### config.mk
export PLATFORM = sky130hd
export DESIGN_NAME = wheel_balance_controller_unit
export DESIGN_NICKNAME = d
export VERILOG_FILES = /design/src/wbc_pkg.sv /design/src/wheel_balance_controller_unit.sv
export SDC_FILE = /design/constraint.sdc
export NUM_CORES = 2
export LEC_CHECK = 0
export ABC_AREA = 1
export BUFFER_PORTS_ARGS = -buffer_cell sky130_fd_sc_hd__clkbuf_2
export CAP_MARGIN = 10
export CELL_PAD_IN_SITES_DETAIL_PLACEMENT = 1
export CELL_PAD_IN_SITES_GLOBAL_PLACEMENT = 1
export CORE_UTILIZATION = 40
export CTS_BUF_LIST = sky130_fd_sc_hd__clkbuf_8
export DETAILED_ROUTE_END_ITERATION = 16
export GPL_ROUTABILITY_DRIVEN = 0
export PLACE_DENSITY_LB_ADDON = 0.1
export SLEW_MARGIN = 20
export SYNTH_ARGS = -nofsm -noshare
export SYNTH_HDL_FRONTEND = slang
export SYNTH_SLANG_ARGS = --single-unit
### constraint.sdc
create_clock -name clk -period 17.7 [get_ports clk]
set_input_delay 0.885 -clock clk [delete_from_list [all_inputs] [get_ports clk]]
set_output_delay 0.885 -clock clk [all_outputs]
set_load 0.05 [all_outputs]
### src/wbc_pkg.sv
`default_nettype none
package wbc_pkg;

  // register index map
  localparam logic [1:0] REG_SPEED_SCALE  = 2'd0;
  localparam logic [1:0] REG_FILTER_ALPHA = 2'd1;
  localparam logic [1:0] REG_LEAN_GAIN    = 2'd2;
  localparam logic [1:0] REG_BALANCE_GAIN = 2'd3;

  localparam int CFG_ADDR_W = 2;
  localparam int CFG_DATA_W = 17;

  localparam logic [15:0] SPEED_SCALE_RST  = 16'd4267;
  localparam logic [16:0] FILTER_ALPHA_RST = 17'd6554;
  localparam logic [15:0] LEAN_GAIN_RST    = 16'd51;
  localparam logic [15:0] BALANCE_GAIN_RST = 16'd640;

  localparam logic [16:0] ALPHA_ONE = 17'd65536;

  // in_tuser mode codes
  localparam logic MODE_STEP  = 1'b0;
  localparam logic MODE_START = 1'b1;

  // field widths
  localparam int POS_W   = 32;
  localparam int PITCH_W = 17;
  localparam int GOAL_W  = 16;
  localparam int SPEED_W = 32;
  localparam int CORR_W  = 24;

  localparam int IN_DATA_W  = 104;  // 97 field bits, zero padded to bytes
  localparam int OUT_DATA_W = 120;

  // shared multiplier operands: signed 33 x signed 18
  localparam int OPA_W  = 33;
  localparam int OPB_W  = 18;
  localparam int PROD_W = OPA_W + OPB_W;

  // fixed point shifts
  localparam int SPEED_SHIFT = 9;
  localparam int ALPHA_SHIFT = 16;
  localparam int GAIN_SHIFT  = 8;

endpackage
`default_nettype wire

### src/wheel_balance_controller_unit.sv
`default_nettype none
// Wheel balance controller: cascaded proportional balance loop, one input
// beat per control tick.
//
// Input channel (in_*): one beat per tick. in_tuser is the mode: 0 runs a
// control step, 1 is a start beat that captures the wheel positions and
// clears the speed filter; a start beat yields no output beat.
// Output channel (out_*): one beat per control step with both wheel position
// commands, the filtered speed and the saturated pitch correction.
// Config port (cfg_*): write-only, one register per cycle. Registers are to be
// written only while idle; the block itself does not enforce this.
// Sequencing: one shared 33x18 signed multiplier does four products per step
// (speed scale, filter weight, lean gain, balance gain), each passing through
// a multiply state and a post-processing state. in_tready rises together with
// out_tvalid at the end of a control step; a start beat leaves the sequencer
// idle, so it is ready for the next beat at once.
// The result sits in an output register, so a new beat is taken while it
// waits; a stalled receiver only holds the sequencer when a second result is
// ready and the register is still full.
// Reset (rst_n low, synchronous) restores the default gains, zeroes the
// stored positions and the filter, and empties the output register.
module wheel_balance_controller_unit (
  input  wire logic                           clk,
  input  wire logic                           rst_n,
  // input channel
  input  wire logic                           in_tvalid,
  output      logic                           in_tready,
  // [31:0] left_position, [63:32] right_position, [80:64] body_pitch,
  // [96:81] goal_speed, [103:97] zero
  input  wire logic [wbc_pkg::IN_DATA_W-1:0]  in_tdata,
  // [0] mode
  input  wire logic                           in_tuser,
  // output channel
  output      logic                           out_tvalid,
  input  wire logic                           out_tready,
  // [31:0] left_command, [63:32] right_command, [95:64] speed_estimate,
  // [119:96] correction
  output      logic [wbc_pkg::OUT_DATA_W-1:0] out_tdata,
  // config port
  input  wire logic                           cfg_we,
  input  wire logic [wbc_pkg::CFG_ADDR_W-1:0] cfg_addr,
  input  wire logic [wbc_pkg::CFG_DATA_W-1:0] cfg_wdata
);

  localparam logic [1:0] ST_IDLE = 2'd0;
  localparam logic [1:0] ST_MUL  = 2'd1;
  localparam logic [1:0] ST_POST = 2'd2;

  // post-processing steps, one per product
  localparam logic [1:0] STEP_SPEED = 2'd0;
  localparam logic [1:0] STEP_FILT  = 2'd1;
  localparam logic [1:0] STEP_LEAN  = 2'd2;
  localparam logic [1:0] STEP_BAL   = 2'd3;

  localparam int POS_W  = wbc_pkg::POS_W;
  localparam int OPA_W  = wbc_pkg::OPA_W;
  localparam int OPB_W  = wbc_pkg::OPB_W;
  localparam int PROD_W = wbc_pkg::PROD_W;
  localparam int FSUM_W = 36;
  localparam int DIFF_W = 44;

  // config registers
  logic [15:0] speed_scale_r;
  logic [16:0] filter_alpha_r;
  logic [15:0] lean_gain_r;
  logic [15:0] balance_gain_r;

  // control
  logic [1:0] state_r, state_nxt;
  logic [1:0] step_r, step_nxt;
  logic       out_tvalid_r, out_tvalid_nxt;

  // datapath
  logic        [POS_W-1:0]              last_left_r, last_right_r;
  logic        [POS_W-1:0]              cur_left_r, cur_right_r;
  logic signed [wbc_pkg::PITCH_W-1:0]   pitch_r;
  logic signed [wbc_pkg::GOAL_W-1:0]    goal_r;
  logic signed [wbc_pkg::SPEED_W-1:0]   filt_r;
  logic signed [OPA_W-1:0]              opa_r;
  logic signed [OPB_W-1:0]              opb_r;
  logic signed [PROD_W-1:0]             prod_r;
  logic        [wbc_pkg::OUT_DATA_W-1:0] out_tdata_r;

  logic [POS_W-1:0] in_left, in_right;
  logic [POS_W-1:0] dl, dr;
  logic             in_acc, out_free, load_out;

  logic signed [OPA_W-1:0]   delta_sum;
  logic signed [PROD_W-1:0]  sh9, sh8, sh16;
  logic signed [POS_W-1:0]   avg_sat;
  logic signed [FSUM_W-1:0]  filt_sum;
  logic signed [POS_W-1:0]   filt_new;
  logic signed [OPA_W-1:0]   speed_err;
  logic signed [DIFF_W-1:0]  pitch_diff;
  logic signed [OPA_W-1:0]   diff_clamp;
  logic signed [wbc_pkg::CORR_W-1:0] corr_sat;
  logic [16:0]               alpha_eff;

  assign in_left  = in_tdata[31:0];
  assign in_right = in_tdata[63:32];

  assign in_tready = (state_r == ST_IDLE);
  assign in_acc    = in_tvalid && in_tready;
  assign out_free  = !out_tvalid_r || out_tready;
  assign load_out  = (state_r == ST_POST) && (step_r == STEP_BAL) && out_free;

  assign out_tvalid = out_tvalid_r;
  assign out_tdata  = out_tdata_r;

  // wheel deltas, right wheel mirrored
  assign dl = in_left - last_left_r;
  assign dr = last_right_r - in_right;
  assign delta_sum = {dl[POS_W-1], dl} + {dr[POS_W-1], dr};

  assign alpha_eff = (filter_alpha_r > wbc_pkg::ALPHA_ONE) ? wbc_pkg::ALPHA_ONE
                                                           : filter_alpha_r;

  // post-processing of the registered product
  always_comb begin
    sh9  = prod_r >>> wbc_pkg::SPEED_SHIFT;
    sh16 = prod_r >>> wbc_pkg::ALPHA_SHIFT;
    sh8  = prod_r >>> wbc_pkg::GAIN_SHIFT;

    // speed: saturate to 32 bits
    if ((sh9[PROD_W-1:POS_W-1] == '0) || (sh9[PROD_W-1:POS_W-1] == '1)) begin
      avg_sat = sh9[POS_W-1:0];
    end else begin
      avg_sat = sh9[PROD_W-1] ? {1'b1, {(POS_W-1){1'b0}}} : {1'b0, {(POS_W-1){1'b1}}};
    end

    // filt + a*(avg - filt)/65536
    filt_sum = FSUM_W'(filt_r) + sh16[FSUM_W-1:0];
    if ((filt_sum[FSUM_W-1:POS_W-1] == '0) || (filt_sum[FSUM_W-1:POS_W-1] == '1)) begin
      filt_new = filt_sum[POS_W-1:0];
    end else begin
      filt_new = filt_sum[FSUM_W-1] ? {1'b1, {(POS_W-1){1'b0}}}
                                    : {1'b0, {(POS_W-1){1'b1}}};
    end
    speed_err = OPA_W'(filt_new) - OPA_W'(goal_r);

    // pitch error; beyond 33 bits the correction saturates anyway
    pitch_diff = DIFF_W'(pitch_r) - sh8[DIFF_W-1:0];
    if ((pitch_diff[DIFF_W-1:OPA_W-1] == '0) || (pitch_diff[DIFF_W-1:OPA_W-1] == '1)) begin
      diff_clamp = pitch_diff[OPA_W-1:0];
    end else begin
      diff_clamp = pitch_diff[DIFF_W-1] ? {1'b1, {(OPA_W-1){1'b0}}}
                                        : {1'b0, {(OPA_W-1){1'b1}}};
    end

    // correction: saturate to 24 bits
    if ((sh8[PROD_W-1:wbc_pkg::CORR_W-1] == '0) ||
        (sh8[PROD_W-1:wbc_pkg::CORR_W-1] == '1)) begin
      corr_sat = sh8[wbc_pkg::CORR_W-1:0];
    end else begin
      corr_sat = sh8[PROD_W-1] ? {1'b1, {(wbc_pkg::CORR_W-1){1'b0}}}
                               : {1'b0, {(wbc_pkg::CORR_W-1){1'b1}}};
    end
  end

  // sequencer
  always_comb begin
    state_nxt      = state_r;
    step_nxt       = step_r;
    out_tvalid_nxt = out_tvalid_r;
    if (out_tvalid_r && out_tready) begin
      out_tvalid_nxt = 1'b0;
    end
    unique case (state_r)
      ST_IDLE: begin
        if (in_acc && (in_tuser == wbc_pkg::MODE_STEP)) begin
          state_nxt = ST_MUL;
          step_nxt  = STEP_SPEED;
        end
      end
      ST_MUL: begin
        state_nxt = ST_POST;
      end
      ST_POST: begin
        if (step_r != STEP_BAL) begin
          state_nxt = ST_MUL;
          step_nxt  = step_r + 2'd1;
        end else if (load_out) begin
          state_nxt      = ST_IDLE;
          step_nxt       = STEP_SPEED;
          out_tvalid_nxt = 1'b1;
        end
      end
      default: begin
        state_nxt = ST_IDLE;
        step_nxt  = STEP_SPEED;
      end
    endcase
  end

  always_ff @(posedge clk) begin
    if (!rst_n) begin
      state_r        <= ST_IDLE;
      step_r         <= STEP_SPEED;
      out_tvalid_r   <= 1'b0;
      speed_scale_r  <= wbc_pkg::SPEED_SCALE_RST;
      filter_alpha_r <= wbc_pkg::FILTER_ALPHA_RST;
      lean_gain_r    <= wbc_pkg::LEAN_GAIN_RST;
      balance_gain_r <= wbc_pkg::BALANCE_GAIN_RST;
      last_left_r    <= '0;
      last_right_r   <= '0;
      filt_r         <= '0;
    end else begin
      state_r      <= state_nxt;
      step_r       <= step_nxt;
      out_tvalid_r <= out_tvalid_nxt;
      if (cfg_we) begin
        unique case (cfg_addr)
          wbc_pkg::REG_SPEED_SCALE:  speed_scale_r  <= cfg_wdata[15:0];
          wbc_pkg::REG_FILTER_ALPHA: filter_alpha_r <= cfg_wdata;
          wbc_pkg::REG_LEAN_GAIN:    lean_gain_r    <= cfg_wdata[15:0];
          wbc_pkg::REG_BALANCE_GAIN: balance_gain_r <= cfg_wdata[15:0];
          default: ;
        endcase
      end
      if (in_acc) begin
        last_left_r  <= in_left;
        last_right_r <= in_right;
        if (in_tuser == wbc_pkg::MODE_START) begin
          filt_r <= '0;
        end
      end
      if ((state_r == ST_POST) && (step_r == STEP_FILT)) begin
        filt_r <= filt_new;
      end
    end
  end

  // payload: operands, shared multiplier, output register
  always_ff @(posedge clk) begin
    if (in_acc) begin
      cur_left_r  <= in_left;
      cur_right_r <= in_right;
      pitch_r     <= in_tdata[80:64];
      goal_r      <= in_tdata[96:81];
      opa_r       <= delta_sum;
      opb_r       <= OPB_W'(speed_scale_r);
    end
    if (state_r == ST_MUL) begin
      prod_r <= opa_r * opb_r;
    end
    if (state_r == ST_POST) begin
      unique case (step_r)
        STEP_SPEED: begin
          opa_r <= OPA_W'(avg_sat) - OPA_W'(filt_r);
          opb_r <= OPB_W'(alpha_eff);
        end
        STEP_FILT: begin
          opa_r <= speed_err;
          opb_r <= OPB_W'(lean_gain_r);
        end
        STEP_LEAN: begin
          opa_r <= diff_clamp;
          opb_r <= OPB_W'(balance_gain_r);
        end
        STEP_BAL: begin
          if (out_free) begin
            out_tdata_r <= {corr_sat, filt_r,
                            cur_right_r + POS_W'(corr_sat),
                            cur_left_r - POS_W'(corr_sat)};
          end
        end
        default: ;
      endcase
    end
  end

  // checks
  a_step_starts_mul: assert property (@(posedge clk) disable iff (!rst_n)
    (in_acc && (in_tuser == wbc_pkg::MODE_STEP)) |=>
      (state_r == ST_MUL && step_r == STEP_SPEED))
    else $error("control step did not start the multiply sequence");

  a_start_clears_filter: assert property (@(posedge clk) disable iff (!rst_n)
    (in_acc && (in_tuser == wbc_pkg::MODE_START)) |=>
      (filt_r == '0 && state_r == ST_IDLE))
    else $error("start beat did not clear the filter");

  a_result_from_last_step: assert property (@(posedge clk) disable iff (!rst_n)
    (!out_tvalid_r || out_tready) && out_tvalid_nxt |->
      (state_r == ST_POST && step_r == STEP_BAL))
    else $error("output loaded outside the final step");

  a_idle_step_zero: assert property (@(posedge clk) disable iff (!rst_n)
    (state_r == ST_IDLE) |-> (step_r == STEP_SPEED))
    else $error("step counter not rewound at idle");

endmodule
`default_nettype wire
==> qor.csv <==
stage,metric,value,unit
status,status,finished clean,
placement,placed insts,9231,
logic_synthesis,largest cells by area after synthesis,"fa_1, edfxtp_1, nand2_1",
logic_synthesis,"Top FF cell, synth",edfxtp_1,
finish,synthesis-to-layout area growth,8.58,%
cts,setup bufs post-CTS,0,
logic_synthesis,Yosys top cell by area,fa_1,
timing,Pins Over Slew Limit,0,
setup_path,element type at the critical path end,register,
cts,PostCTS Resize Cnt,0,
cts,Worst-Skew Late Latency,870,ps
timing,clock skew,106,ps
logic_synthesis,Post-synth EDFFs,260,
cts,CTS Buf Count,88,
setup_path,"Arr. time, crit path",8000,ps
finish,share of layout cells above drive strength 1,0.0652,
cts,CTS Hold Bufs,0,
cts,CTS tree,yes,
global_routing,vias in the first global route,53148,
setup_path,Worst Path Required,18300,ps
timing,Slew @ Worst Pin,1170,ps
setup_path,reg2reg start,opb_r[3],
global_routing,initial antenna violation count,7,
floorplan,die height,375,um
timing,Setup TNS,0,ps
global_routing,largest net degree at the start of global routing,106,
route,DRC,0,
route,Wirelength per Cell,21.6,um
floorplan,number of core rows,136,
finish,Nets,8653,
logic_synthesis,Post-synth ARST share,0,
global_routing,first-pass GRT wire length,312,mm
finish,"commonest non-fill, non-tap cell in the layout",nand2_1,
cts,Root Driver,clkbuf_8,
route,drt first-iter violations,2622,
setup_path,Worst Setup SP,opb_r[3],
logic_synthesis,syn nets,8498,
setup_path,Worst setup endpoint,prod_r[46],
global_routing,grt ovf,0,
finish,most frequent cells in the layout,"nand2_1, inv_1, fa_1",
global_routing,overall global routing resource usage,0.289,
floorplan,DIE AREA,0.140,mm^2
logic_synthesis,"FF+latch count, synth",477,
setup_path,FF-to-FF End,prod_r[46],
logic_synthesis,Netlist cell types,60,
placement,DP HPWL,163,mm
route,Total Routed Length,203,mm
timing,Fin. Hold Viols,0,
cts,H-tree Lvls,3,
finish,"Cell Count, Final, Fillers Out",9399,
finish,number of fillers in the final layout,17268,
cts,Worst-path clk slew,90,ps
timing,crit share post-route,0.418,
floorplan,I/O pin count,251,
setup_path,crit start category,register,
timing,max_slew headroom,0.220,
logic_synthesis,post-synthesis sequential area ratio,0.219,
route,total number of vias,49657,
cts,CTS Buffer Depth,3,
flow_run,max_cap viols,0,
logic_synthesis,Ys Warns,0,
timing,FMAX,135,MHz
logic_synthesis,mean post-synth cell area,7.53,um^2
placement,Port Buffers,243,
logic_synthesis,Mapped Cells,7372,
floorplan,Core ar.,0.138,mm^2
route,post-DR vias/cell,5.28,
floorplan,initial core utilization,0.403,
timing,final setup vio count,0,
logic_synthesis,"Cell Area, Synth",0.0555,mm^2
logic_synthesis,share of the synthesized area in the top cell type,0.208,
worst_hold_path,worst hold path type,in -> reg,
setup_path,Setup CP Type,reg -> reg,
route,Antenna Nets Post-Route,0,
timing,time the worst path needs with I/O delays and setup,7390,ps
timing,RSZ-0062 raised after global routing,false,
route,DRT Pass-1 Iters,5,
cts,Clock Sinks,477,
floorplan,chip width,375,um
setup_path,Reg2Reg Depth,24,
setup_path,FF-to-FF setup slack,10310,ps
setup_path,CP Max Fanout,23,
metal layers:
layer	part of all wire	track usage	vias to the layer above
met2	0.47	0.490	1014
met3	0.037	0.0284	299
met5	0	0	-
met1	0.45	0.384	24845
met4	0.035	0.0959	0
li1	-	-	23499
registers in the layout, indices dropped and copies added, names as in the netlist, 17 cells and up:
| name | flops |
|---|---|
| out_tdata | 120 |
| prod_r | 43 |
| opa_r | 33 |
| cur_left_r | 32 |
| cur_right_r | 32 |
| filt_r | 32 |
| last_left_r | 32 |
| last_right_r | 32 |
| opb_r | 18 |
| filter_alpha_r | 17 |
| pitch_r | 17 |
cell usage after synthesis, types with 4 or more instances:
cell type     n
a21boi_1      6
or2_2        25
o21ai_1      12
o221ai_1      5
dfxtp_1     217
a21o_1       30
buf_1        20
nand3_2       9
o211ai_1     14
a21boi_0     18
edfxtp_1    260
buf_6         7
a221oi_1     30
o21ai_0     418
nand2_2       4
nand4_1      46
a22oi_1       9
o21a_1       37
a211oi_1      5
and2_1        5
buf_2         6
nand3b_1      7
nor2_2        8
ha_1        420
o31ai_1       5
o21bai_1     31
a21oi_1     562
a31oi_1      44
buf_4         5
clkbuf_1    210
nand2_1    1716
nor3_1       52
nand3_1     232
a32oi_1      16
inv_2         4
nor4_1       28
xor2_1      144
inv_1      1481
xnor2_1     112
nor2_1      505
fa_1        577
critical path, cell delays in order (launching register included):
cell      delay [ps]
dfxtp_1          720
buf_4            460
nand2_1          140
fa_1             550
inv_1             50
fa_1             520
inv_1             50
fa_1             480
fa_1             580
fa_1             450
fa_1             630
inv_1             70
ha_1             370
nand2_1          120
nor2_1           160
nand2_1           90
nor4_1           590
a21o_1           300
nand2_1           70
nand2_1          110
nand2_1           60
o211ai_1         180
nand2_1           90
nand2_1          100
xor2_1           180
layout make-up:
type                       count  area, um^2  share of cell area
multi-input combinational   5159       36800               0.611
sequential                   477       12200               0.202
inverter                    1488        5590              0.0927
tap                         1794        2240              0.0372
timing repair buffer         313        1740              0.0289
clock buffer                  89        1220              0.0203
clock inverter                70         473             0.00785
antenna                        9        22.5            0.000374
kinds of logic after synthesis:
logic type / synth area share
xor gates and xnor gates: 0.0404
DFF: 0.219
adders and majority gates: 0.303
buffers and inverters: 0.119
AOI/OAI and AO/OA: 0.126
and+or+nand+nor: 0.193
how the worst min path moves through the flow:
stage                            startpoint           endpoint  slack, ps  cells past startpoint
after detailed placement   speed_scale_r[5]   speed_scale_r[5]        440                      2
after global placement       lean_gain_r[1]     lean_gain_r[1]        440                      2
after floorplan           balance_gain_r[7]  balance_gain_r[7]        430                      2
after global routing           in_tdata[77]        pitch_r[13]        150                      1
final                          in_tdata[76]        pitch_r[12]        200                      1
after CTS                      in_tdata[76]        pitch_r[12]        130                      1
through the flow:
stage / hold slack [ps] / util / setup slack, ps / area [um^2]
after detailed placement: 444 / 0.425 / 10510 / 58500
after floorplan: 429 / - / 11180 / 55500
after global placement: 438 / 0.425 / 10520 / 58500
after global routing: 148 / 0.438 / 9950 / 60300
after CTS: 125 / 0.438 / 10400 / 60200
final: 197 / 0.438 / 10310 / 60300
Power is left out: the tool's default activity adds up to more than one toggle a clock period on the data nets, which glitch-free logic cannot reach.
